--- config.mk ---
export PLATFORM = sky130hd
export DESIGN_NAME = tams_sqrt_cell
export DESIGN_NICKNAME = d
export VERILOG_FILES = /design/src/sv/tams_pkg.sv /design/src/sv/tams_sqrt_cell.sv
export SDC_FILE = /design/constraint.sdc
export NUM_CORES = 1
export LEC_CHECK = 0
export BUFFER_PORTS_ARGS = -buffer_cell sky130_fd_sc_hd__buf_2
export CAP_MARGIN = 20
export CORE_ASPECT_RATIO = 0.75
export CORE_UTILIZATION = 47
export CTS_CLUSTER_DIAMETER = 60
export DETAILED_ROUTE_END_ITERATION = 8
export GPL_TIMING_DRIVEN = 0
export HOLD_SLACK_MARGIN = 0.03
export PLACE_DENSITY = 0.75
export SETUP_SLACK_MARGIN = 0.1
export SYNTH_ARGS = -nofsm -noshare
export SYNTH_HDL_FRONTEND = slang
export SYNTH_SLANG_ARGS = --single-unit
--- constraint.sdc ---
create_clock -name clk_i -period 4.13 [get_ports clk_i]
set_clock_uncertainty 0.1 [all_clocks]
set_input_delay 0.6195 -clock clk_i [delete_from_list [all_inputs] [get_ports clk_i]]
set_output_delay 0.6195 -clock clk_i [all_outputs]
set_load 0.005 [all_outputs]
--- src/sv/tams_pkg.sv ---
// tams_pkg: shared widths, constants and word types of the two-axis move speed split
// no dependencies; imported by every module of the block

package tams_pkg;

  localparam int PosBits   = 24;
  localparam int SpeedBits = 13;
  localparam int TimeBits  = 40;
  // axis quotient before final rounding, at most twice the max speed
  localparam int KBits     = 14;

  localparam logic [SpeedBits-1:0] SpeedReset = 13'd2000;

  typedef struct packed {
    logic signed [PosBits-1:0] x_dist;
    logic signed [PosBits-1:0] y_dist;
  } move_in_t;

  typedef struct packed {
    logic [TimeBits-1:0]       move_time;
    logic [SpeedBits-1:0]      x_speed;
    logic [SpeedBits-1:0]      y_speed;
    logic signed [PosBits-1:0] x_out;
    logic signed [PosBits-1:0] y_out;
  } move_out_t;

endpackage

--- src/sv/tams_sqrt_cell.sv ---
// tams_sqrt_cell: one root bit of a restoring integer square root
// depends on tams_pkg

module tams_sqrt_cell #(
  parameter int NW  = 39,
  parameter int BIT = 0,
  parameter int SDW = 1
) (
  input  logic              clk_i,
  input  logic              rst_ni,
  input  logic              vld_i,
  output logic              rdy_o,
  output logic              vld_o,
  input  logic              rdy_i,
  input  logic [2*NW:0]     rem_i,
  input  logic [NW-1:0]     root_i,
  input  logic [SDW-1:0]    sd_i,
  output logic [2*NW:0]     rem_o,
  output logic [NW-1:0]     root_o,
  output logic [SDW-1:0]    sd_o
);
  import tams_pkg::*;

  localparam int RMW = 2 * NW + 1;

  logic              vld_q;
  logic [RMW-1:0]    d;
  logic              take;
  logic [RMW-1:0]    rem_q;
  logic [NW-1:0]     root_q;
  logic [SDW-1:0]    sd_q;

  assign d    = (RMW'(root_i) << (BIT + 1)) | (RMW'(1) << (2 * BIT));
  assign take = (rem_i >= d);

  assign rdy_o = ~vld_q | rdy_i;

  always_ff @(posedge clk_i or negedge rst_ni) begin
    if (!rst_ni) begin
      vld_q <= 1'b0;
    end else if (rdy_o) begin
      vld_q <= vld_i;
    end
  end

  always_ff @(posedge clk_i) begin
    if (rdy_o) begin
      rem_q  <= take ? rem_i - d : rem_i;
      root_q <= take ? (root_i | (NW'(1) << BIT)) : root_i;
      sd_q   <= sd_i;
    end
  end

  assign vld_o  = vld_q;
  assign rem_o  = rem_q;
  assign root_o = root_q;
  assign sd_o   = sd_q;

endmodule

== Word level (Yosys, flattened, before mapping) ==
Index checks and enable logic that the tools add are counted.
W data, S select, Z words.

* Register bits: 120
* Logic and storage cells: 10

* Add/sub/neg operators: 1
* Magnitude comparators: 1
* Multiplexer cells: 1
* Bitwise gates (word level): 2

{| class="wikitable"
|+ Operators with widths
! cell !! number
|-
| $ge A79 B40 Y1 || 1
|-
| $mux W79 || 1
|-
| $sub A79 B40 Y79 || 1
|-
| $not A1 Y1 || 1
|-
| $or A1 B1 Y1 || 1
|}

== Logic depth before layout (Yosys ltp) ==
* Depth after elaboration: 2
* Mapped depth: 13
* Depth with buffers taken out: 11

== Least setup slack after synthesis ==
OpenSTA, ideal clock, no wires.

* Kind: input-to-output
* From: input rdy_i
* To: output rdy_o
* Arrival: 3.549 ns
* Slack: -0.139 ns
* Stages: 1
* Cells stage by stage: nand2b_1

* Word-level cells in the longest chain between the ends: 1

{| class="wikitable"
|+ RTL lines
! item !! line !! RTL
|-
| start: declaration || tams_sqrt_cell.sv:14 || <nowiki>input logic rdy_i,</nowiki>
|-
| $or A1 B1 Y1 || tams_sqrt_cell.sv:36 || <nowiki>assign rdy_o = ~vld_q | rdy_i;</nowiki>
|-
| end: declaration || tams_sqrt_cell.sv:12 || <nowiki>output logic rdy_o,</nowiki>
|}

No other way between the ends.

== Final worst setup path ==
* From: input root_i[12]
* To: register rem_q[65], in the netlist rem_o[65] (data pin)

* Word-level cells in the longest chain between the ends: 2

{| class="wikitable"
|+ RTL lines
! item !! line !! RTL
|-
| start: declaration || tams_sqrt_cell.sv:16 || <nowiki>input logic [NW-1:0] root_i,</nowiki>
|-
| $sub A79 B40 Y79 / $ge A79 B40 Y1 (equally long branches) || tams_sqrt_cell.sv:48, tams_sqrt_cell.sv:34 ||
|-
| $mux W79 * || tams_sqrt_cell.sv:48 || <nowiki>rem_q <= take ? rem_i - d : rem_i;</nowiki>
|-
| end signal: assignment || tams_sqrt_cell.sv:48 ||
|-
| end: declaration || tams_sqrt_cell.sv:29 || <nowiki>logic [RMW-1:0] rem_q;</nowiki>
|}

Mark *: on every way between the ends. The rest lies on a longest branch, timed or not.
A chain may end at the register's enable or synchronous reset.

==> out/metrics.json <==
{
  "run_status": "complete, no violations",
  "setup-tns-final_ps": 0,
  "globalRouteMet3Util": 0.06585,
  "slew_violations": 0,
  "ant_nets": 0,
  "synthesis.instances": 781,
  "area.growth.synth_to_final_pct": 28.42,
  "globalRouteOverflowTotal": 0,
  "max-slew-margin-rel": 0.4941,
  "drt-vias-per-instance": 5.534,
  "period_needed_ps": 3832,
  "ys_types": 54,
  "layout.area.seq_mm2": 0.003598,
  "reg2reg_from": "vld_o",
  "dpl.hpwl_mm": 17.36,
  "dieArea_mm2": 0.01673,
  "synth_ff_type": "edfxtp_1",
  "worstReg2RegEnd": "rem_o[57]",
  "grt_max_degree": 71,
  "critical_path.startpoint_type": "primary input",
  "fillCellCount": 1343,
  "vdd_ir_drop_max_uv": 297.0,
  "worstSetupEndpointType": "flip-flop",
  "row_count": 39,
  "grt_setup_unrepaired": "yes",
  "num_vias": 6990,
  "worst-slew-pin-transition_ps": 750.9,
  "hold_viol": 0,
  "horiz_die_dim_um": 149.0,
  "floorplan.die.height_um": 112.3,
  "worst_ep_arrival_time_ps": 3910,
  "grt_busiest_layer": "met1",
  "ctsLongestPathBuffers": 2,
  "synth_enable_flop_cells": 119,
  "clock-root-buffer": "clkbuf_16",
  "ys_seq_area_frac": 0.4722,
  "clock_sinks": 120,
  "place_congestion": 0.9258,
  "initial_core_util": 0.4910,
  "num-nets-final": 1208,
  "clkTransAtPathRegs_ps": 60,
  "cell_type_contributing_the_most_total_cell_area_after_synthesis": "edfxtp_1",
  "largest_cells_by_area_after_synthesis": "edfxtp_1 (47%), ha_1 (6.6%), xnor2_1 (5.6%)",
  "antenna_found_initial": 1,
  "synth.yosys.warnings": 0,
  "multiInputGateArea_mm2": 0.003727,
  "grt_use_total": 0.2721,
  "grt.met2_usage": 0.3944,
  "io_pins": 244,
  "ys_seq_elements": 120,
  "final_cells": 1263,
  "post-place-cells": 1229,
  "worstHoldPathType": "primary input to flip-flop",
  "avgSynthCellArea_um2": 9.756,
  "syn_nets": 945,
  "synth.cell_area_mm2": 0.007620,
  "power.density_mw_per_mm2": 397.0,
  "post_route_cells_drive_above_1_share": 0.2829,
  "r2r_slack_ps": 2300,
  "postCtsSetupBuffers": 0,
  "tritoncts_clock_tree": "yes",
  "drv_cap": 0,
  "synth_async_sr_flop_share": 0.008333,
  "tritoncts.num_buffers": 17,
  "timing.hold.worst_endpoint": "sd_o",
  "core_area_mm2": 0.01552,
  "grt_pass1_vias": 6586,
  "wire_per_inst_um": 17.77,
  "ff2ff_path_depth": 2,
  "holdCritStartpoint": "sd_i",
  "cts_max_level": 4,
  "max_freq_mhz": 260.9,
  "min_period_over_period": 0.9279,
  "synth_top_area_frac": 0.4690,
  "place.port_buffers": 241,
  "criticalPathCategory": "primary input to flip-flop",
  "timing.critical_path.required_ps": 4210,
  "globalRouteMet1Util": 0.3964,
  "drt_first_pass_iters": 6,
  "final-setup-viol-count": 0,
  "remaining_drc_errors": 0,
  "grt_pass1_wl_mm": 34.53,
  "cellLeakagePower_nw": 4.215,
  "first_iter_violations": 626,
  "clk_latency_ps": 420,
  "path_max_fanout": 10,
  "min_path_cells": 1,
  "wl_mm": 22.45
}
==> layer usage <==
metal	wire length, um	vias up
met3	1851	35
met5	0	-
met1	10600	3251
met2	9598	319
li1	-	3385
met4	404	0
==> metrics by stage <==
stage	utilization	hold slack, ps	power, W	area, um2	setup WS [ps]
finish	0.6306	273.5	0.003885	9786	297.8
global route	0.6306	263.6	0.004050	9786	96.88
CTS	0.6291	267.7	0.003886	9762	101.3
detailed placement	0.5878	295.0	0.002337	9121	-688.1
global placement	0.5855	293.9	0.002326	9085	-792.4
floorplan	-	223.9	0.002008	7622	305.2
==> repair_timing <==
action | in CTS | in global routing
endpoints found under the setup margin | 44 | 59
cloned | 0 | 0
resized for setup | 6 | 12
endpoints found under the hold margin | 1 | 0
hold buffers | 1 | 0
==> worst max-delay path by stage <==
| stage | from | end | slack [ps] | depth (start not counted) |
|---|---|---|---|---|
| 4_1_cts | root_i[9] | rem_o[65] | 100 | 14 |
| 2_1_floorplan | root_i[16] | rem_o[65] | 310 | 13 |
| 5_1_grt | root_i[9] | rem_o[44] | 100 | 14 |
| 3_3_place_gp | root_i[9] | rem_o[44] | -790 | 13 |
| 6_report | root_i[12] | rem_o[65] | 300 | 14 |
| 3_5_place_dp | root_i[9] | rem_o[71] | -690 | 14 |
==> sequential cells by signal, indices dropped and copies added, names as in the netlist <==
| signal | count |
|---|---|
| rem_o | 79 |
| root_o | 39 |
| sd_o | 1 |
| vld_o | 1 |
==> cell usage in the layout (no fill, tap or decap), types with 9 or more instances in the layout <==
master / count
nor3_1: 20
edfxtp_1: 119
nor2_1: 77
nand3_1: 19
a21oi_1: 73
inv_1: 53
a21o_1: 24
o21a_1: 14
clkbuf_1: 21
o211ai_1: 9
o21ai_0: 37
xnor2_1: 49
nand2_1: 66
buf_2: 241
nand4_1: 23
clkbuf_16: 17
xor2_1: 18
ha_1: 40
==> critical path: stages <==
cell	delay (ps)
buf_2	80
inv_1	40
ha_1	260
clkbuf_1	310
nand2_1	120
o211ai_1	290
nand2_1	110
a2111oi_2	430
o211ai_1	240
and2_4	230
buf_6	140
a2111o_1	510
or3_1	400
xnor2_1	130
==> cells by family (layout without fill, tap and decap cells) <==
logic type	Yosys count	after routing	synth area share
flops	120	120	0.4722
fa+ha+maj	41	41	0.06831
buf+inv	83	359	0.04384
compound gates	205	205	0.1680
other cells	0	1	0
xor+xnor	67	67	0.07701
simple gates	263	263	0.1677
mux	2	2	0.002955
==> Yosys cell counts (all sizes together), types with 14 or more instances <==
| master | count |
|---|---|
| nor2 | 77 |
| edfxtp | 119 |
| nand3 | 20 |
| xnor2 | 49 |
| a21o | 24 |
| ha | 40 |
| nor3 | 22 |
| nand4 | 23 |
| nand2 | 66 |
| o21a | 14 |
| inv | 53 |
| xor2 | 18 |
| a21oi | 73 |
| clkbuf | 26 |
| o21ai | 39 |
==> final cells by class <==
| type | instances | share of cell area |
|---|---|---|
| clock inverter | 15 | 0.01918 |
| clock buffer | 17 | 0.04347 |
| buffer | 29 | 0.01394 |
| antenna | 1 | 0.0002557 |
| timing repair buffer | 245 | 0.1280 |
| inverter | 53 | 0.02033 |
| sequential | 120 | 0.3677 |
| tap | 205 | 0.02621 |
| multi-input combinational | 578 | 0.3809 |
==> power breakdown <==
group	internal [W]	switching, W
Clock	0.000960	0.000590
Combinational	0.000336	0.000461
Sequential	0.00151	0.0000307
Total	0.00280	0.00108
No activity file was read; power rests on OpenSTA's default activity.
