$ cat config.mk
export PLATFORM = sky130hd
export DESIGN_NAME = tams_spd_cell
export DESIGN_NICKNAME = d
export VERILOG_FILES = /design/src/sv/tams_pkg.sv /design/src/sv/tams_spd_cell.sv
export SDC_FILE = /design/constraint.sdc
export NUM_CORES = 2
export LEC_CHECK = 0
export ABC_AREA = 0
export BUFFER_PORTS_ARGS = -buffer_cell sky130_fd_sc_hd__buf_2
export CORE_AREA = 5 5 416 418
export DETAILED_ROUTE_END_ITERATION = 12
export DIE_AREA = 0 0 421 423
export PLACE_DENSITY = 0.48
export SLEW_MARGIN = 20
export SYNTH_ARGS = -nofsm -noshare
export SYNTH_HDL_FRONTEND = slang
export SYNTH_SLANG_ARGS = --single-unit
$ cat constraint.sdc
create_clock -name clk_i -period 13.94 [get_ports clk_i]
set_input_delay 0.697 -clock clk_i [delete_from_list [all_inputs] [get_ports clk_i]]
set_output_delay 0.697 -clock clk_i [all_outputs]
set_load 0.01 [all_outputs]
$ cat src/sv/tams_pkg.sv
// tams_pkg: shared widths, constants and word types of the two-axis move speed split
// no dependencies; imported by every module of the block

package tams_pkg;

  localparam int PosBits   = 24;
  localparam int SpeedBits = 13;
  localparam int TimeBits  = 40;
  // axis quotient before final rounding, at most twice the max speed
  localparam int KBits     = 14;

  localparam logic [SpeedBits-1:0] SpeedReset = 13'd2000;

  typedef struct packed {
    logic signed [PosBits-1:0] x_dist;
    logic signed [PosBits-1:0] y_dist;
  } move_in_t;

  typedef struct packed {
    logic [TimeBits-1:0]       move_time;
    logic [SpeedBits-1:0]      x_speed;
    logic [SpeedBits-1:0]      y_speed;
    logic signed [PosBits-1:0] x_out;
    logic signed [PosBits-1:0] y_out;
  } move_out_t;

endpackage

$ cat src/sv/tams_spd_cell.sv
// tams_spd_cell: one bit of the axis speed quotient for both axes, largest k with
// k*k*s <= r, kept exact through running k*k*s and k*s; depends on tams_pkg

module tams_spd_cell #(
  parameter int SW  = 48,
  parameter int RW  = 76,
  parameter int BIT = 0,
  parameter int SDW = 1
) (
  input  logic                             clk_i,
  input  logic                             rst_ni,
  input  logic                             vld_i,
  output logic                             rdy_o,
  output logic                             vld_o,
  input  logic                             rdy_i,
  input  logic [SW-1:0]                    s_i,
  input  logic [1:0][RW-1:0]               r_i,
  input  logic [1:0][RW-1:0]               p_i,
  input  logic [1:0][RW-1:0]               q_i,
  input  logic [1:0][tams_pkg::KBits-1:0]  k_i,
  input  logic [SDW-1:0]                   sd_i,
  output logic [SW-1:0]                    s_o,
  output logic [1:0][RW-1:0]               r_o,
  output logic [1:0][RW-1:0]               p_o,
  output logic [1:0][RW-1:0]               q_o,
  output logic [1:0][tams_pkg::KBits-1:0]  k_o,
  output logic [SDW-1:0]                   sd_o
);
  import tams_pkg::*;

  logic                    vld_q;
  logic [1:0][RW-1:0]      t;
  logic [1:0]              take;
  logic [SW-1:0]           s_q;
  logic [1:0][RW-1:0]      r_q, p_q, q_q;
  logic [1:0][KBits-1:0]   k_q;
  logic [SDW-1:0]          sd_q;

  // (k + 2^b)^2 * s = k^2 s + 2^(b+1) k s + 2^(2b) s
  always_comb begin
    for (int l = 0; l < 2; l++) begin
      t[l]    = p_i[l] + (q_i[l] << (BIT + 1)) + (RW'(s_i) << (2 * BIT));
      take[l] = (t[l] <= r_i[l]);
    end
  end

  assign rdy_o = ~vld_q | rdy_i;

  always_ff @(posedge clk_i or negedge rst_ni) begin
    if (!rst_ni) begin
      vld_q <= 1'b0;
    end else if (rdy_o) begin
      vld_q <= vld_i;
    end
  end

  always_ff @(posedge clk_i) begin
    if (rdy_o) begin
      s_q  <= s_i;
      r_q  <= r_i;
      sd_q <= sd_i;
      for (int l = 0; l < 2; l++) begin
        p_q[l] <= take[l] ? t[l] : p_i[l];
        q_q[l] <= take[l] ? q_i[l] + (RW'(s_i) << BIT) : q_i[l];
        k_q[l] <= take[l] ? (k_i[l] | (KBits'(1) << BIT)) : k_i[l];
      end
    end
  end

  assign vld_o = vld_q;
  assign s_o   = s_q;
  assign r_o   = r_q;
  assign p_o   = p_q;
  assign q_o   = q_q;
  assign k_o   = k_q;
  assign sd_o  = sd_q;

endmodule

# Word level (Yosys, flattened, before mapping)

Cells that the tools add are included.

Mux-type cells: 4
Bitwise logic cells: 2
Order comparisons: 2
$add $sub $neg: 6

Operators by type and width:

| operator                                  | count |
|---|---|
| 76-bit by 48-bit adder with 76-bit output | 4 |
| 76-bit two-way mux                        | 4 |
| 76-bit adder                              | 2 |
| 76-bit <= comparator                      | 2 |
| 1-bit inverter                            | 1 |
| 1-bit OR                                  | 1 |

Logic and storage cells: 27
Bits of input ports: 537
Output and inout bits: 535
Flip-flop bits (word level): 534

# Longest topological paths before layout

Depth after elaboration: 4
Depth in mapped cells: 27
Mapped depth without buffers: 25

# Worst setup path before layout

No wires, ideal clock.

Path type: in2reg
Start: input port rdy_i
End: register k_q, in the netlist k_o[0], enable pin
Setup slack: -0.544 ns
Cell stages on the path: 1
Data required time: 12.937 ns
Library setup time: 1.003 ns
Arrival: 13.481 ns
Path buffers: 0
Path through: nand2b_1

Word-level cells in the longest chain between the ends: 1

RTL lines:

| what                          | RTL line            | RTL |
|---|---|---|
| start, declared               | tams_spd_cell.sv:15 | `input logic rdy_i,` |
| 1-bit OR                      | tams_spd_cell.sv:47 | `assign rdy_o = ~vld_q \| rdy_i;` |
| end signal, assigned by index | tams_spd_cell.sv:65 | `k_q[l] <= take[l] ? (k_i[l] \| (KBits'(1) << BIT)) : k_i[l];` |
| end, declared                 | tams_spd_cell.sv:36 | `logic [1:0][KBits-1:0] k_q;` |

Every way passes these cells.
A chain may end at the register's enable or synchronous reset.

# Worst setup path after layout

Start: input port s_i[1]
End: register q_q, in the netlist q_o[66], data pin

Word-level cells in the longest chain between the ends: 3

RTL lines:

| what                                      | RTL line            | RTL |
|---|---|---|
| start, declared                           | tams_spd_cell.sv:16 | `input logic [SW-1:0] s_i,` |
| 76-bit by 48-bit adder with 76-bit output | tams_spd_cell.sv:42 | `t[l] = p_i[l] + (q_i[l] << (BIT + 1)) + (RW'(s_i) << (2 * BIT));` |
| 76-bit <= comparator                      | tams_spd_cell.sv:43 | `take[l] = (t[l] <= r_i[l]);` |
| 76-bit two-way mux (*)                    | tams_spd_cell.sv:64 | `q_q[l] <= take[l] ? q_i[l] + (RW'(s_i) << BIT) : q_i[l];` |
| end signal, assigned by index             | tams_spd_cell.sv:64 |  |
| end, declared                             | tams_spd_cell.sv:35 | `logic [1:0][RW-1:0] r_q, p_q, q_q;` |

Mark *: on every way between the ends. The rest lies on a longest branch, timed or not.

==> results by stage <==
Drt:
- The first detailed-routing pass took 5 iterations.
- The via count is 37300.
- The count of nets left with antenna violations once routing finished came out at 0.
- For this run, design rule violations remaining after detail routing come to 0.
- The first-iteration detailed-routing DRC count is 2810.
- The post-detailed-routing wire length is 201000 um.
- Dividing the detail-routed wire length by the instance count gives 27.1 um.
- The post-detailed-route via-to-cell ratio is 5.02.

Clock network:
- After clock tree synthesis, the clock-pin slew on the worst setup and hold paths is 0.06 ns.
- Once the clock tree was built, the setup fixing pass inserted 0 buffers.
- The maximum buffer depth of the clock tree is 3.
- The clock tree synthesis step divided the H-tree into 3 levels.
- The clock sink total is 534.
- The clock tree from TritonCTS is yes.
- The root buffer selected by CTS is clkbuf_16.
- TritonCTS created 72 clock buffers.
- The insertion delay to the later sink of the worst-skew pair is 0.70 ns.

Worst setup path:
- The endpoint identified for the worst register-to-register timing path is r_o[123]$_DFFE_PP_.
- The critical path class is input port to register.
- Counting cells, the worst reg-to-reg path comes to 3.
- For the worst setup path, the data arrival time is 9.23 ns.
- The kind of end point of the critical path is a register.
- The maximum fanout along the worst path is 54.
- At the worst endpoint, the required time is 14.37 ns.
- In this run the register-to-register setup slack is 10.86 ns.
- The startpoint identified for the worst register-to-register timing path is vld_o$_DFFE_PN0P_.
- The startpoint class of the critical path is an input port.

Cells and area:
- The area added between synthesis and finish is 25.5%.
- The number of filler cells placed in the layout is 17800.
- Summing all multi-input logic gate instances after layout gives 0.0238 mm^2.
- Leaving out fill and tap cells, the most frequent cells in the layout are buf_2, edfxtp_1, nand2_1.
- The post-route cell area is 0.0517 mm^2.
- The library cell used most frequently in the layout, excluding fill and tap cells, is buf_2.
- For this run, the post-layout net count is 6196.
- The sequential cells in the finished layout cover a total of 0.0160 mm^2.
- Of the cells placed in the final design, the portion with a size suffix greater than 1 is 0.262.
- The utilization after layout is 0.306.

Power:
- The maximum vdd drop is 0.0841 mV.
- In this run the power density over the cells is 148 mW/mm^2.
- The leakage power is 0.0234 uW.

Logic synthesis:
- The area share of the largest cell type after synthesis is 0.388.
- Yosys mapped the design onto 88 distinct sky130hd cell types.
- Averaged over all synthesized cells, the footprint is 10.1 um^2.
- The sequential share of the synthesized area is 0.389.
- The net count after synthesis is 5174.
- The synthesized design contains 533 enable-type register cells.
- The count of synthesis-stage warnings from yosys is 0.
- The most common flop cell mapped by yosys is edfxtp_1.
- The largest total area in the synthesized netlist belongs to edfxtp_1.
- Counting flops with an async set or reset pin after synthesis yields a share of 0.00187.
- The cell count after synthesis is 4087.
- The number of flip-flops and latches in the synthesized netlist is 534.
- The summed instance area of the synthesized netlist is 0.0412 mm^2.
- By area the synthesized netlist is led by edfxtp_1, ha_1, fa_1.

STA:
- On the final layout, the worst clock skew is 0.0274 ns.
- Of the available clock period, the critical path in the final layout requires 0.632.
- The final hold violation count was 0.
- The final total negative setup slack is 0 ns.
- The final count of pins violating max slew is 0.
- The slew at the pin closest to its max-slew limit is 1.01 ns.
- The post-layout minimum cycle time is 8.81 ns.
- Setup violations remaining at the end of the flow were counted as 0.
- The maximum achievable frequency is 0.114 GHz.
- Setup repair after global routing left no endpoint under its margin.
- In this run the tightest slew margin relative to its limit is 0.326.

Worst hold path:
- The startpoint identified for the worst hold timing path is k_i[2].
- The end point of the most critical hold path is k_o[2]$_DFFE_PP_.
- The depth of the worst hold-timing path is 1.
- The class of the worst hold path is input port to register.

Placed design:
- The count of buffers added on input and output ports is 1071.
- The last weighted congestion value of the routability-driven placer is 0.934.
- In this run the cell area measured after placement is 0.0490 mm^2.
- The placed wire-length estimate after detailed placement is 171000 um.

Die:
- Measured along the x axis, the die boundary spans 421 um.
- The total area inside the core boundary comes to 0.169 mm^2.
- The number of cell rows is 151.
- The vertical die dimension is 423 um.
- The starting density of the core is 0.244.
- The number of placed I/O pins is 1072.
- The die outline area is 0.178 mm^2.

Job:
- The number of maximum-capacitance constraint violations is 0.

GRT:
- The maximum number of pins on one net before global-route repair is 139.
- Across every metal layer, demand over resource in global routing totals 0.217.
- The number of antenna violations at the first check in global routing came to 92.
- The first global-routing pass estimated 282000 um of wire.
- For this run the aggregate overflow at the end of global routing stands at 0.
- The via count of the first global-routing pass is 37900.

Outcome:
- The run finished with clean final reports.
[layout make-up]
type                    instances  area share
repair buffers               1099       0.108
flip-flops and latches        534       0.310
clock inverters                48      0.0128
multi-input cells            3168       0.459
well taps                    2218      0.0537
diodes                         42     0.00203
clock buffers                  84      0.0369
inverters                     234      0.0170
[worst max-delay path by stage]
stage                  from           endpoint
detailed placement  s_i[22]  q_o[66]$_DFFE_PP_
floorplan             rdy_i              rdy_o
global route        s_i[22]  q_o[62]$_DFFE_PP_
CTS                 s_i[22]  q_o[62]$_DFFE_PP_
global placement    s_i[22]  q_o[66]$_DFFE_PP_
finish               s_i[1]  q_o[66]$_DFFE_PP_
[sequential cells by signal, summed over array words and instances, names as in the netlist]
signal / cells
k_o: 28
p_o: 152
q_o: 152
r_o: 152
s_o: 48
sd_o: 1
vld_o: 1
[critical path, stage by stage]
cell       delay (ns)
buf_2            0.18
fa_1             0.57
ha_1             0.18
inv_1            0.06
fa_1             0.40
nand2b_1         0.18
a21oi_1          0.27
o2111ai_1        0.29
a311oi_1         0.77
o211ai_1         0.48
a21oi_1          0.48
o311ai_1         0.33
a21oi_1          0.23
nand2b_1         0.14
xnor2_1          0.07
ha_1             0.30
nand4_1          0.26
nor4_1           0.61
nand3_1          0.33
or2_2            0.41
a22oi_2          0.20
buf_4            0.54
o21ai_1          0.29
buf_4            0.29
nor4b_1          0.41
xor2_1           0.12
[kinds of logic after synthesis]
| logic type | after synthesis | synth area share |
|---|---|---|
| AO/OA/AOI/OAI | 1114 | 0.174 |
| XOR/XNOR | 283 | 0.0601 |
| adder cells (fa/ha/maj) | 550 | 0.185 |
| AND/OR/NAND/NOR | 1123 | 0.129 |
| multiplexers | 98 | 0.0267 |
| flip-flops | 534 | 0.389 |
| buffers and inverters | 385 | 0.0362 |
[routing by layer]
layer,up-vias,track usage,wire length (um)
met4,16,0.102,10000
met3,382,0.0391,10700
met1,18200,0.242,76600
li1,17200,-,-
met5,-,0,109
met2,1422,0.398,104000
[cell usage after synthesis, drive strengths merged, types with 9 or more instances]
library cell	number
a2111oi	9
ha	452
or2	9
mux2	95
nor4	23
inv	234
buf	35
a221oi	18
a211oi	30
nand2	510
nor2b	27
xnor2	151
edfxtp	533
fa	98
nand3	77
a31oi	44
nand2b	31
o211ai	18
nor4b	13
a21o	225
nand4	96
o31ai	24
o21a	34
or3	16
o21bai	54
and4	18
o21ai	241
clkbuf	116
nor3	46
xor2	132
a21boi	12
and3	56
and2	20
nor2	160
a21oi	315
[report_power, final]
| part | internal (uW) | leakage, uW | switching (uW) | total, uW |
|---|---|---|---|---|
| clock network | 1210 | 0.00124 | 848 | 2060 |
| registers | 2200 | 0.00539 | 104 | 2300 |
| logic | 1190 | 0.0168 | 2120 | 3310 |
| total | 4590 | 0.0234 | 3070 | 7670 |
[what timing repair did]
action                                 CTS  global route
gates resized for setup                  0             0
hold buffers                             1             0
endpoints found under the hold margin    1             0
setup endpoints to repair                0             0
[metrics by stage]
stage | hold WS (ns) | cells | setup WS [ns] | total power [uW]
floorplan | 0.401 | 4087 | 5.87 | 4270
finish | 0.170 | 7427 | 5.13 | 7670
global route | 0.121 | 7415 | 4.66 | 8110
detailed placement | 0.486 | 7252 | 4.32 | 5660
CTS | 0.0939 | 7385 | 5.07 | 7760
global placement | 0.484 | 7251 | 4.31 | 5650
Power figures use the tool's default switching activity.
