$ cat config.mk
export PLATFORM = sky130hd
export DESIGN_NAME = tams_div_cell
export DESIGN_NICKNAME = d
export VERILOG_FILES = /design/src/sv/tams_pkg.sv /design/src/sv/tams_div_cell.sv
export SDC_FILE = /design/constraint.sdc
export NUM_CORES = 1
export LEC_CHECK = 0
export ABC_AREA = 0
export BUFFER_PORTS_ARGS = -buffer_cell sky130_fd_sc_hd__buf_2
export CAP_MARGIN = 30
export CORE_MARGIN = 2
export CORE_UTILIZATION = 40
export CTS_BUF_LIST = sky130_fd_sc_hd__clkbuf_16
export DETAILED_ROUTE_END_ITERATION = 12
export PLACE_DENSITY = 0.75
export SLEW_MARGIN = 20
export SYNTH_ARGS = -nofsm -noshare
export SYNTH_HDL_FRONTEND = slang
export SYNTH_SLANG_ARGS = --single-unit
$ cat constraint.sdc
create_clock -name clk_i -period 3.9 [get_ports clk_i]
set_input_delay 0.78 -clock clk_i [delete_from_list [all_inputs] [get_ports clk_i]]
set_output_delay 0.78 -clock clk_i [all_outputs]
set_load 0.005 [all_outputs]
$ cat src/sv/tams_pkg.sv
// tams_pkg: shared widths, constants and word types of the two-axis move speed split
// no dependencies; imported by every module of the block

package tams_pkg;

  localparam int PosBits   = 24;
  localparam int SpeedBits = 13;
  localparam int TimeBits  = 40;
  // axis quotient before final rounding, at most twice the max speed
  localparam int KBits     = 14;

  localparam logic [SpeedBits-1:0] SpeedReset = 13'd2000;

  typedef struct packed {
    logic signed [PosBits-1:0] x_dist;
    logic signed [PosBits-1:0] y_dist;
  } move_in_t;

  typedef struct packed {
    logic [TimeBits-1:0]       move_time;
    logic [SpeedBits-1:0]      x_speed;
    logic [SpeedBits-1:0]      y_speed;
    logic signed [PosBits-1:0] x_out;
    logic signed [PosBits-1:0] y_out;
  } move_out_t;

endpackage

$ cat src/sv/tams_div_cell.sv
// tams_div_cell: one quotient bit of a restoring divide of the root by the max speed
// depends on tams_pkg

module tams_div_cell #(
  parameter int NW  = 39,
  parameter int BIT = 0,
  parameter int SDW = 1
) (
  input  logic                             clk_i,
  input  logic                             rst_ni,
  input  logic                             vld_i,
  output logic                             rdy_o,
  output logic                             vld_o,
  input  logic                             rdy_i,
  input  logic [NW-1:0]                    num_i,
  input  logic [tams_pkg::SpeedBits-1:0]   den_i,
  input  logic [tams_pkg::SpeedBits-1:0]   rem_i,
  input  logic [NW-1:0]                    quo_i,
  input  logic [SDW-1:0]                   sd_i,
  output logic [NW-1:0]                    num_o,
  output logic [tams_pkg::SpeedBits-1:0]   den_o,
  output logic [tams_pkg::SpeedBits-1:0]   rem_o,
  output logic [NW-1:0]                    quo_o,
  output logic [SDW-1:0]                   sd_o
);
  import tams_pkg::*;

  logic                   vld_q;
  logic [SpeedBits:0]     t;
  logic [SpeedBits:0]     diff;
  logic                   take;
  logic [NW-1:0]          num_q, quo_q;
  logic [SpeedBits-1:0]   den_q, rem_q;
  logic [SDW-1:0]         sd_q;

  assign t    = {rem_i, num_i[BIT]};
  assign diff = t - {1'b0, den_i};
  assign take = (t >= {1'b0, den_i});

  assign rdy_o = ~vld_q | rdy_i;

  always_ff @(posedge clk_i or negedge rst_ni) begin
    if (!rst_ni) begin
      vld_q <= 1'b0;
    end else if (rdy_o) begin
      vld_q <= vld_i;
    end
  end

  always_ff @(posedge clk_i) begin
    if (rdy_o) begin
      num_q <= num_i;
      den_q <= den_i;
      rem_q <= take ? diff[SpeedBits-1:0] : t[SpeedBits-1:0];
      quo_q <= take ? (quo_i | (NW'(1) << BIT)) : quo_i;
      sd_q  <= sd_i;
    end
  end

  assign vld_o = vld_q;
  assign num_o = num_q;
  assign den_o = den_q;
  assign rem_o = rem_q;
  assign quo_o = quo_q;
  assign sd_o  = sd_q;

endmodule

# Word-level counts from Yosys, hierarchy flattened
# Cells that the tools add are included.
# word_totals
ff_bits	106
latch_bits	0
rom_bits	0
ramBits	0
n_memories	0
input_bits	109
wordCells	12
# classes
muxes	1
mul	0
n_lt_le_gt_ge	1
add_sub_neg	1
n_eq_ne	0
n_div	0
reduce_logical	0
n_shift	0
bitwise_logic	2
# op_table
operator	count
$ge 14x13->1	1
$mux 13	1
$sub 13x13->13	1
$not 1->1	1
$or 1x1->1	1

# Longest topological paths before layout
# Gate-level depths: netlist of run 1.
# depth
depth_word	2
ltp_mapped	10

# Worst setup path after synthesis of run 1
# Ideal clock, no wire load.
# synth_path
path_type	input to output
start	in rdy_i
end	out rdy_o
arrival_ps	3378
required_time_ps	3120
setup_slack_ps	-258
cell_stages	1
path_cell_list	nand2b_1
# synth_between
elab_chain_cells	1
# synth_lines
item	line	text
start: declaration	tams_div_cell.sv:14	input logic rdy_i,
$or 1x1->1	tams_div_cell.sv:40	assign rdy_o = ~vld_q | rdy_i;
end: declaration	tams_div_cell.sv:12	output logic rdy_o,
# No other way between the ends.

# Worst setup path after layout of run 1
# layout_path
start	in num_i[0]
end	reg rem_q[12], in the netlist rem_o[12], data pin
# layout_between
elab_chain_cells	2
elab_cells_between_ends	3
cone_classes	add/sub: 1; order compare: 1; mux: 1
# layout_lines
item	line	text
start: declaration	tams_div_cell.sv:15	input logic [NW-1:0] num_i,
$sub 13x13->13 or $ge 14x13->1 (tied branches)	tams_div_cell.sv:37, tams_div_cell.sv:38	
$mux 13 (*)	tams_div_cell.sv:54	rem_q <= take ? diff[SpeedBits-1:0] : t[SpeedBits-1:0];
end signal: assignment	tams_div_cell.sv:54	
end: declaration	tams_div_cell.sv:33	logic [SpeedBits-1:0] den_q, rem_q;
# Mark *: on every way between the ends. The rest lies on a longest branch, timed or not.
# A chain may end at the register's enable or synchronous reset.

==> impl_metrics.json, run 1 <==
{
  "cts.repair_timing.setup_buffer_count": 0,
  "drt-wirelength-per-cell_microns": 16.44,
  "die-area_sq_um": 10930,
  "post_synth_main_area_contributors": "sky130_fd_sc_hd__edfxtp_1 (78%), sky130_fd_sc_hd__ha_1 (4.0%), sky130_fd_sc_hd__mux2_4 (2.6%)",
  "worst_setup_sp": "num_i[0]",
  "cts_hold_buffers": 0,
  "cp.arrival_ps": 3050,
  "worst_ir_drop_vdd_uv": 189.8,
  "grt_start_max_net_pins": 107,
  "fraction_of_final_layout_cells_sized_beyond_drive_strength_1": 0.5459,
  "row_count": 36,
  "detailroute.via_count": 2688,
  "dieWidth_microns": 104.6,
  "status": "finished clean",
  "clock_path_buffers": 2,
  "fmax_ghz": 0.3388,
  "power_frac_clock": 0.322,
  "hp-class": "input port to asynchronous set/reset pin",
  "filler_cell_count": 796,
  "fin_util": 0.5691,
  "antenna_found_initial": 0,
  "gr-total-overflow": 0,
  "cellInternalPower_mw": 1.978,
  "crit_path_end_kind": "flop",
  "worst_slew_pin_slew_ps": 579.8,
  "setup.worst_path.start_class": "input port",
  "effective_utilization_at_floorplan": 0.4139,
  "wire_length_of_the_first_global_routing_pass_microns": 14350,
  "worstReg2RegStart": "vld_o",
  "placement.io_buffers": 215,
  "yosysTopAreaCell": "sky130_fd_sc_hd__edfxtp_1",
  "root_buffer": "sky130_fd_sc_hd__clkbuf_16",
  "netlist_instances": 217,
  "synthArstFlopShare": 0.009434,
  "gp_routability_congestion": 0.7519,
  "maxCapViolations": 0,
  "power_per_cell_area_nw_per_um2": 462.3,
  "via_count_of_the_first_global_routing_pass": 2686,
  "dpl.cell_count": 565,
  "synth-edff-count": 105,
  "drc": 0,
  "syn_area_per_cell_sq_um": 18.64,
  "dp.final_hpwl_microns": 7296,
  "cts_made_buffers": 9,
  "ant_nets": 0,
  "clkTransAtPathRegs_ps": 70,
  "final.period_utilization": 0.7567,
  "synth-warning-count": 0,
  "clock_sink_count": 106,
  "h-tree-depth": 3,
  "drtPass1Iterations": 4,
  "worst-setup-path-type": "input port to flop",
  "final-instance-count-excl-fill": 580,
  "required_time_worst_endpoint_ps": 4000,
  "yosys.area.top_type_share": 0.7795,
  "share_seq_of_total_power": 0.541,
  "ys_seq_area_frac": 0.7856,
  "number_of_register_bits_inferred_by_synthesis": 106,
  "syn_nets": 340,
  "nNetsFinal": 566,
  "area_growth_syn_to_layout_pct": 37.52,
  "tritoncts": "yes",
  "clock_skew_ps": 5.497,
  "share_comb_of_total_power": 0.138,
  "antenna_cells_inserted": 0,
  "critical_path.max_fanout": 14,
  "detail_route.wirelength_microns": 9538,
  "power.net_switching_mw": 0.5935,
  "report.final.slew_viol_count": 0,
  "rsz0062_at_grt": "false",
  "core_area_sq_um": 9774,
  "total_leakage_power_nw": 2.488,
  "timing.final.hold_violations": 0,
  "groute.usage.overall": 0.1727,
  "dr.first_iter.drc_count": 121,
  "swShare": 0.2308,
  "cts-resized-gates": 0,
  "rr_worst_depth": 2,
  "ys_dominant_reg_cell": "sky130_fd_sc_hd__edfxtp_1",
  "floorplan.die.height_microns": 104.6,
  "ioPinCount": 216,
  "setup_viol": 0,
  "clock_latency_ps": 340,
  "via_per_inst": 4.634,
  "synthesis.area_sq_um": 4045,
  "final.min_clock_period_ps": 2951,
  "max-slew-margin-rel": 0.6135,
  "synth_cell_types": 40,
  "setup_total_negative_slack_ps": 0
}
==> Yosys cell counts (2+ instances only) <==
library cell / number
sky130_fd_sc_hd__a211oi_1: 2
sky130_fd_sc_hd__nand2_1: 4
sky130_fd_sc_hd__inv_1: 15
sky130_fd_sc_hd__mux2i_1: 2
sky130_fd_sc_hd__nor2b_1: 2
sky130_fd_sc_hd__o21ai_0: 4
sky130_fd_sc_hd__nand3_1: 2
sky130_fd_sc_hd__a21oi_1: 8
sky130_fd_sc_hd__or2_1: 2
sky130_fd_sc_hd__ha_1: 13
sky130_fd_sc_hd__xor2_1: 5
sky130_fd_sc_hd__mux2_4: 7
sky130_fd_sc_hd__xnor2_1: 4
sky130_fd_sc_hd__edfxtp_1: 105
sky130_fd_sc_hd__a21o_1: 2
sky130_fd_sc_hd__nor2_1: 8
sky130_fd_sc_hd__nand2b_1: 6
sky130_fd_sc_hd__nor3_1: 2
sky130_fd_sc_hd__mux2_1: 3
==> layout make-up <==
cell class	instances	area (sq um)	area share
Sequential cell	106	3178	0.5713
Timing Repair Buffer	216	1096	0.1970
Multi-Input combinational cell	95	798.3	0.1435
Clock buffer	9	225.2	0.04049
Tap cell	133	166.4	0.02991
Inverter	15	56.30	0.01012
Clock inverter	6	42.54	0.007647
==> state kept, by name, indices dropped and copies added, names as in the netlist <==
signal and flops:
quo_o 39, num_o 39, den_o 13, sd_o 1
vld_o 1, rem_o 13
==> critical path: stages <==
cell and delay (ps):
sky130_fd_sc_hd__buf_2 90, sky130_fd_sc_hd__inv_1 50, sky130_fd_sc_hd__ha_1 220, sky130_fd_sc_hd__fa_1 400, sky130_fd_sc_hd__nand2b_1 190, sky130_fd_sc_hd__a21oi_2 200, sky130_fd_sc_hd__o21ai_2 90, sky130_fd_sc_hd__a211oi_2 180
sky130_fd_sc_hd__o32a_2 470, sky130_fd_sc_hd__mux2_2 380
==> layer usage <==
layer  track usage  routed length [microns]  vias to the layer above
met5             0                        0                        -
met4       0.08398                      256                        0
met3       0.05802                      799                       20
met2        0.2965                     4779                      119
met1        0.1922                     3701                     1269
li1              -                        -                     1280
==> power by group through the flow <==
stage	registers [mW]	logic, mW	clock network [mW]
6_report	1.39	0.354	0.827
5_1_grt	1.40	0.387	0.892
4_1_cts	1.39	0.360	0.849
3_5_place_dp	1.42	0.359	0
3_3_place_gp	1.41	0.348	0
2_1_floorplan	1.43	0.155	0
==> stage by stage <==
stage / setup slack (ps) / hold slack (ps) / cell area, sq um / total power, mW
after global routing: 783.4 / 187.8 / 5563 / 2.679
after floorplan: 945.0 / 484.4 / 4048 / 1.590
after detailed placement: 570.6 / 555.9 / 5295 / 1.776
after CTS: 933.3 / 184.5 / 5563 / 2.602
final: 948.8 / 196.5 / 5563 / 2.572
after global placement: 621.9 / 555.8 / 5295 / 1.762
==> cell families (layout without fill, tap and decap cells) <==
group,Yosys count,in the layout,share of synthesized area
and+or+nand+nor,33,33,0.04516
buffers and inverters,16,246,0.01887
DFF,106,106,0.7856
xor gates and xnor gates,9,9,0.01949
adders and majority gates,14,14,0.04516
muxes,13,13,0.04207
AOI/OAI and AO/OA,26,26,0.04361
==> worst paths after layout <==
kind	to	slack [ps]
min reg2reg	vld_o	920
max	rem_o[12]	950
min in group clk_i	quo_o[18]	610
min	vld_o	200
max reg2reg	rem_o[2]	2500
max in group asynchronous	vld_o	3620
==> cell usage in the layout, fill, tap and decap left out, types with 2 or more instances in the layout <==
cell                         instances
sky130_fd_sc_hd__xnor2_1             4
sky130_fd_sc_hd__a211oi_1            2
sky130_fd_sc_hd__mux2_1              3
sky130_fd_sc_hd__xor2_1              5
sky130_fd_sc_hd__a21o_1              2
sky130_fd_sc_hd__a21oi_1             8
sky130_fd_sc_hd__clkbuf_16           9
sky130_fd_sc_hd__mux2i_1             2
sky130_fd_sc_hd__nand3_1             2
sky130_fd_sc_hd__inv_1              16
sky130_fd_sc_hd__edfxtp_1          105
sky130_fd_sc_hd__mux2_4              7
sky130_fd_sc_hd__nor3_1              2
sky130_fd_sc_hd__nand2_1             4
sky130_fd_sc_hd__nor2_1              8
sky130_fd_sc_hd__buf_2             215
sky130_fd_sc_hd__o21ai_0             4
sky130_fd_sc_hd__clkinvlp_4          2
sky130_fd_sc_hd__nand2b_1            5
sky130_fd_sc_hd__nor2b_1             2
sky130_fd_sc_hd__ha_1               13
sky130_fd_sc_hd__or2_1               2
No activity file was read; power rests on OpenSTA's default activity.
==> inputs of run 2 (changes only) <==
Clock period 3.9 ns to 2.5 ns, I/O delays scaled along.
==> impl_metrics.json, run 2 (synthesis gave the netlist of run 1 again) <==
{
  "groute.usage.overall": 0.1749,
  "dpl.cell_count": 576,
  "cts.repair_timing.setup_buffer_count": 0,
  "wire_length_of_the_first_global_routing_pass_microns": 14590,
  "fmax_ghz": 0.4292,
  "worst-setup-path-type": "input port to flop",
  "antenna_found_initial": 0,
  "worst_path_largest_cell_delay_ps": 350,
  "rsz0062_at_grt": "false",
  "dr.first_iter.drc_count": 148,
  "final_cell_area_sq_um": 5709,
  "maxCapViolations": 0,
  "timing.final.hold_violations": 0,
  "grt_start_max_net_pins": 68,
  "worst_slew_pin_slew_ps": 346.1,
  "critical_path.max_fanout": 12,
  "min_delay_path_depth": 1,
  "layout_common_cells": "sky130_fd_sc_hd__buf_2 (215), sky130_fd_sc_hd__edfxtp_1 (105), sky130_fd_sc_hd__inv_1 (15)",
  "clock_skew_ps": 6.399,
  "core_area_sq_um": 9774,
  "antenna_cells_inserted": 0,
  "gr-total-overflow": 0,
  "drc": 0,
  "floorplan.die.height_microns": 104.6,
  "crit_path_end_kind": "flop",
  "critPathSlowestCell": "sky130_fd_sc_hd__mux2_1",
  "critical_path.top_delay_family": "compound AO/OA/AOI/OAI gates",
  "ff_latch_area_sq_um": 3178,
  "fin_util": 0.5841,
  "final-instance-count-excl-fill": 593,
  "report.final.slew_viol_count": 0,
  "effective_utilization_at_floorplan": 0.4139,
  "fraction_of_final_layout_cells_sized_beyond_drive_strength_1": 0.5652,
  "filler_cell_count": 798,
  "max-slew-margin-rel": 0.7668,
  "detail_route.wirelength_microns": 9569,
  "required_time_worst_endpoint_ps": 2590,
  "drtPass1Iterations": 6,
  "ant_nets": 0,
  "clock_sink_count": 106,
  "mostFrequentLayoutCell": "sky130_fd_sc_hd__buf_2",
  "ioPinCount": 216,
  "final.min_clock_period_ps": 2330,
  "crit_chain": "buf_2, inv_2, ha_4, fa_2, nand2b_4, a21oi_4, o21ai_2, a211oi_2, o32a_4, mux2_1",
  "via_per_inst": 4.663,
  "dp.final_hpwl_microns": 7547,
  "area_of_the_multi_input_gates_sq_um": 839.6,
  "holdWs_ps": 333.7,
  "placement.io_buffers": 215,
  "clkTransAtPathRegs_ps": 70,
  "logic_depth_of_the_worst_setup_path_including_buffers": 10,
  "setup.worst_path.start_class": "input port",
  "die-area_sq_um": 10930,
  "area_growth_syn_to_layout_pct": 41.14,
  "cts_made_buffers": 9,
  "gp_routability_congestion": 0.7579,
  "placement.setup.worst_slack_ps": -195.1,
  "status": "finished clean",
  "h-tree-depth": 3,
  "postLayoutSetupSlackWorst_ps": 170.0,
  "root_buffer": "sky130_fd_sc_hd__clkbuf_16",
  "dieWidth_microns": 104.6,
  "cp.arrival_ps": 2420,
  "via_count_of_the_first_global_routing_pass": 2806,
  "detailroute.via_count": 2765,
  "tritoncts": "yes",
  "total_leakage_power_nw": 2.563,
  "clock_path_buffers": 2,
  "power_per_cell_area_nw_per_um2": 713.2,
  "final.period_utilization": 0.9320,
  "clock_latency_ps": 340,
  "setup_total_negative_slack_ps": 0,
  "p_total_mw": 4.072,
  "hp-class": "input port to flop",
  "setup_viol": 0,
  "rr_worst_depth": 2,
  "drt-wirelength-per-cell_microns": 16.14,
  "row_count": 36,
  "nNetsFinal": 578,
  "placed_area_sq_um": 5419,
  "worst_ir_drop_vdd_uv": 305.7,
  "critical_path.n_buffers_inverters": 2
}
-- run 2: routing by layer --
metal,up-vias,global-route usage,wire (microns)
met1,1306,0.1935,3560
met4,0,0.08784,306
li1,1306,-,-
met3,25,0.04429,753
met2,128,0.3109,4949
met5,-,0,0
-- run 2: cell type report --
type / count / share of cell area
sequential: 106 / 0.5567
multi-input combinational: 95 / 0.1471
inverter: 15 / 0.009862
clock inverter: 7 / 0.009643
clock buffer: 9 / 0.03945
tap: 133 / 0.02915
timing repair buffer: 228 / 0.2082
-- run 2: power breakdown --
| part | total (mW) | leakage, nW | internal (mW) | switching, mW |
|---|---|---|---|---|
| clock | 1.32 | 0.138 | 0.686 | 0.631 |
| sequential | 2.17 | 1.07 | 2.13 | 0.0341 |
| combinational | 0.587 | 1.36 | 0.303 | 0.284 |
| total | 4.07 | 2.56 | 3.12 | 0.949 |
-- run 2: final timing paths --
| kind | startpoint | end | slack, ps |
|---|---|---|---|
| min in group asynchronous | rst_ni | vld_o | 480 |
| worst max-delay path | num_i[0] | rem_o[3] | 170 |
| worst max register to register | vld_o | num_o[28] | 1100 |
| worst min-delay path | num_i[33] | num_o[33] | 330 |
| max in group asynchronous | rst_ni | vld_o | 1930 |
| worst min register to register | vld_o | den_o[9] | 830 |
-- run 2: worst register-to-register path, cell delays in order (launching register included) --
cell	delay, ps
sky130_fd_sc_hd__dfrtp_1	410
sky130_fd_sc_hd__nand2b_4	270
sky130_fd_sc_hd__buf_12	370
-- run 2: what timing repair did --
item	CTS	global route
hold buffers	1	0
hold endpoints to repair	1	0
gates resized for setup	0	0
==> inputs of run 3 (changes only) <==
==> constraint.sdc (replaced) <==
create_clock -name clk_i -period 2.5 [get_ports clk_i]
set_input_delay 0 -clock clk_i [delete_from_list [all_inputs] [get_ports clk_i]]
set_output_delay 0 -clock clk_i [all_outputs]
set_load 0.005 [all_outputs]
==> impl_metrics.json, run 3 (synthesis gave the netlist of run 1 again) <==
{
  "status": "finished clean",
  "clock_latency_ps": 340,
  "antenna_found_initial": 0,
  "placement.io_buffers": 215,
  "dieWidth_microns": 104.6,
  "gp_routability_congestion": 0.7317,
  "critical_path.top_delay_family": "buffers and inverters",
  "filler_cell_count": 654,
  "report.final.slew_viol_count": 0,
  "antenna_cells_inserted": 0,
  "dr.first_iter.drc_count": 156,
  "cp.arrival_ps": 2450,
  "dpl.cell_count": 569,
  "power_frac_clock": 0.330,
  "final-instance-count-excl-fill": 690,
  "layout_common_cells": "sky130_fd_sc_hd__buf_2 (215), sky130_fd_sc_hd__edfxtp_1 (105), sky130_fd_sc_hd__dlygate4sd3_1 (105)",
  "root_buffer": "sky130_fd_sc_hd__clkbuf_16",
  "detail_route.wirelength_microns": 12080,
  "die-area_sq_um": 10930,
  "cts_made_buffers": 9,
  "power_per_cell_area_nw_per_um2": 644.4,
  "clock_sink_count": 106,
  "power.net_switching_mw": 0.9928,
  "setup.worst_path.start_class": "input port",
  "timing.final.hold_violations": 0,
  "mostFrequentLayoutCell": "sky130_fd_sc_hd__buf_2",
  "clock_skew_ps": 5.051,
  "ioPinCount": 216,
  "maxCapViolations": 0,
  "ff_latch_area_sq_um": 3178,
  "fraction_of_final_layout_cells_sized_beyond_drive_strength_1": 0.4488,
  "effective_utilization_at_floorplan": 0.4139,
  "groute.usage.overall": 0.2222,
  "via_count_of_the_first_global_routing_pass": 3407,
  "h-tree-depth": 3,
  "critical_path.max_fanout": 6,
  "area_growth_syn_to_layout_pct": 65.33,
  "required_time_worst_endpoint_ps": 2590,
  "cellInternalPower_mw": 3.317,
  "fmax_ghz": 0.4226,
  "tritoncts": "yes",
  "dp.final_hpwl_microns": 7495,
  "clock_path_buffers": 2,
  "nNetsFinal": 675,
  "worst_ir_drop_vdd_uv": 376.0,
  "total_leakage_power_nw": 2.970,
  "setup_total_negative_slack_ps": 0,
  "worst-setup-path-type": "input port to flop",
  "crit_path_end_kind": "flop",
  "worst_slew_pin_slew_ps": 431.1,
  "row_count": 36,
  "drt-wirelength-per-cell_microns": 17.50,
  "hp-class": "input port to flop",
  "via_per_inst": 4.678,
  "wire_length_of_the_first_global_routing_pass_microns": 18530,
  "detailroute.via_count": 3228,
  "clkTransAtPathRegs_ps": 70,
  "critPathSlowestCell": "sky130_fd_sc_hd__dlygate4sd3_1",
  "critical_path.n_buffers_inverters": 3,
  "max-slew-margin-rel": 0.7124,
  "core_area_sq_um": 9774,
  "area_of_the_multi_input_gates_sq_um": 805.8,
  "worst_path_largest_cell_delay_ps": 530,
  "drc": 0,
  "crit_chain": "dlygate4sd3_1, buf_2, fa_1, nand2b_4, a21oi_2, o21ai_2, a211oi_2, o32a_2, buf_4, mux2_4",
  "share_seq_of_total_power": 0.505,
  "grt_start_max_net_pins": 49,
  "share_comb_of_total_power": 0.165,
  "rsz0062_at_grt": "false",
  "ant_nets": 0,
  "final.period_utilization": 0.9465,
  "drtPass1Iterations": 4,
  "gr-total-overflow": 0,
  "setup_viol": 0,
  "swShare": 0.2304,
  "final.min_clock_period_ps": 2366,
  "floorplan.die.height_microns": 104.6
}
==> run 3: path summary, 6_finish.rpt <==
path	start	end	slack, ps	cells past startpoint
min reg2reg	vld_o	vld_o	930	2
max reg2reg	vld_o	rem_o[1]	1030	2
min in group asynchronous	rst_ni	vld_o	510	3
max	den_i[1]	rem_o[11]	130	10
max in group asynchronous	rst_ni	vld_o	1890	3
min	rem_i[5]	rem_o[6]	10	2
==> run 3: power by group through the flow <==
stage               logic (mW)  registers (mW)  clock network, mW
finish                   0.712            2.18               1.42
CTS                      0.700            2.17               1.45
detailed placement       0.567            2.21                  0
global route             0.770            2.19               1.52
floorplan                0.242            2.24                  0
global placement         0.551            2.21                  0
==> run 3: per-stage QoR <==
step	hold slack (ps)	power (mW)	util	cell area [sq um]	worst slack, ps
2_1_floorplan	-295.6	2.481	-	4048	367.7
3_3_place_gp	-224.1	2.757	0.5448	5325	151.3
3_5_place_dp	-215.8	2.777	0.5448	5325	64.75
4_1_cts	1.738	4.320	0.6831	6676	66.48
5_1_grt	3.744	4.476	0.6842	6688	34.11
6_report	12.79	4.309	0.6842	6688	133.7
==> run 3: layout make-up <==
| cell class | count | share of cell area |
|---|---|---|
| inverter | 15 | 0.008419 |
| tap | 133 | 0.02488 |
| multi-input combinational | 95 | 0.1205 |
| timing repair buffer | 325 | 0.3261 |
| clock buffer | 9 | 0.03368 |
| sequential | 106 | 0.4752 |
| clock inverter | 7 | 0.01123 |
==> run 3: worst reg2reg max path, delay by kind of cell (launching register included) <==
family,cells,cell delay (ps)
buffers and inverters,1,360
DFF,1,420
and+or+nand+nor,1,360
==> run 3: what timing repair did <==
item | CTS | global route
buffers inserted | 0 | 0
resized for setup | 0 | 2
hold endpoints to repair | 104 | 0
hold buffers | 105 | 0
endpoints found under the setup margin | 0 | 5
==> run 3: routing by layer <==
metal | track usage | share of wire | up-vias
li1 | - | - | 1499
met1 | 0.2533 | 0.39 | 1544
met2 | 0.3880 | 0.52 | 163
met3 | 0.07236 | 0.073 | 22
met4 | 0.08398 | 0.026 | 0
met5 | 0 | 0 | -
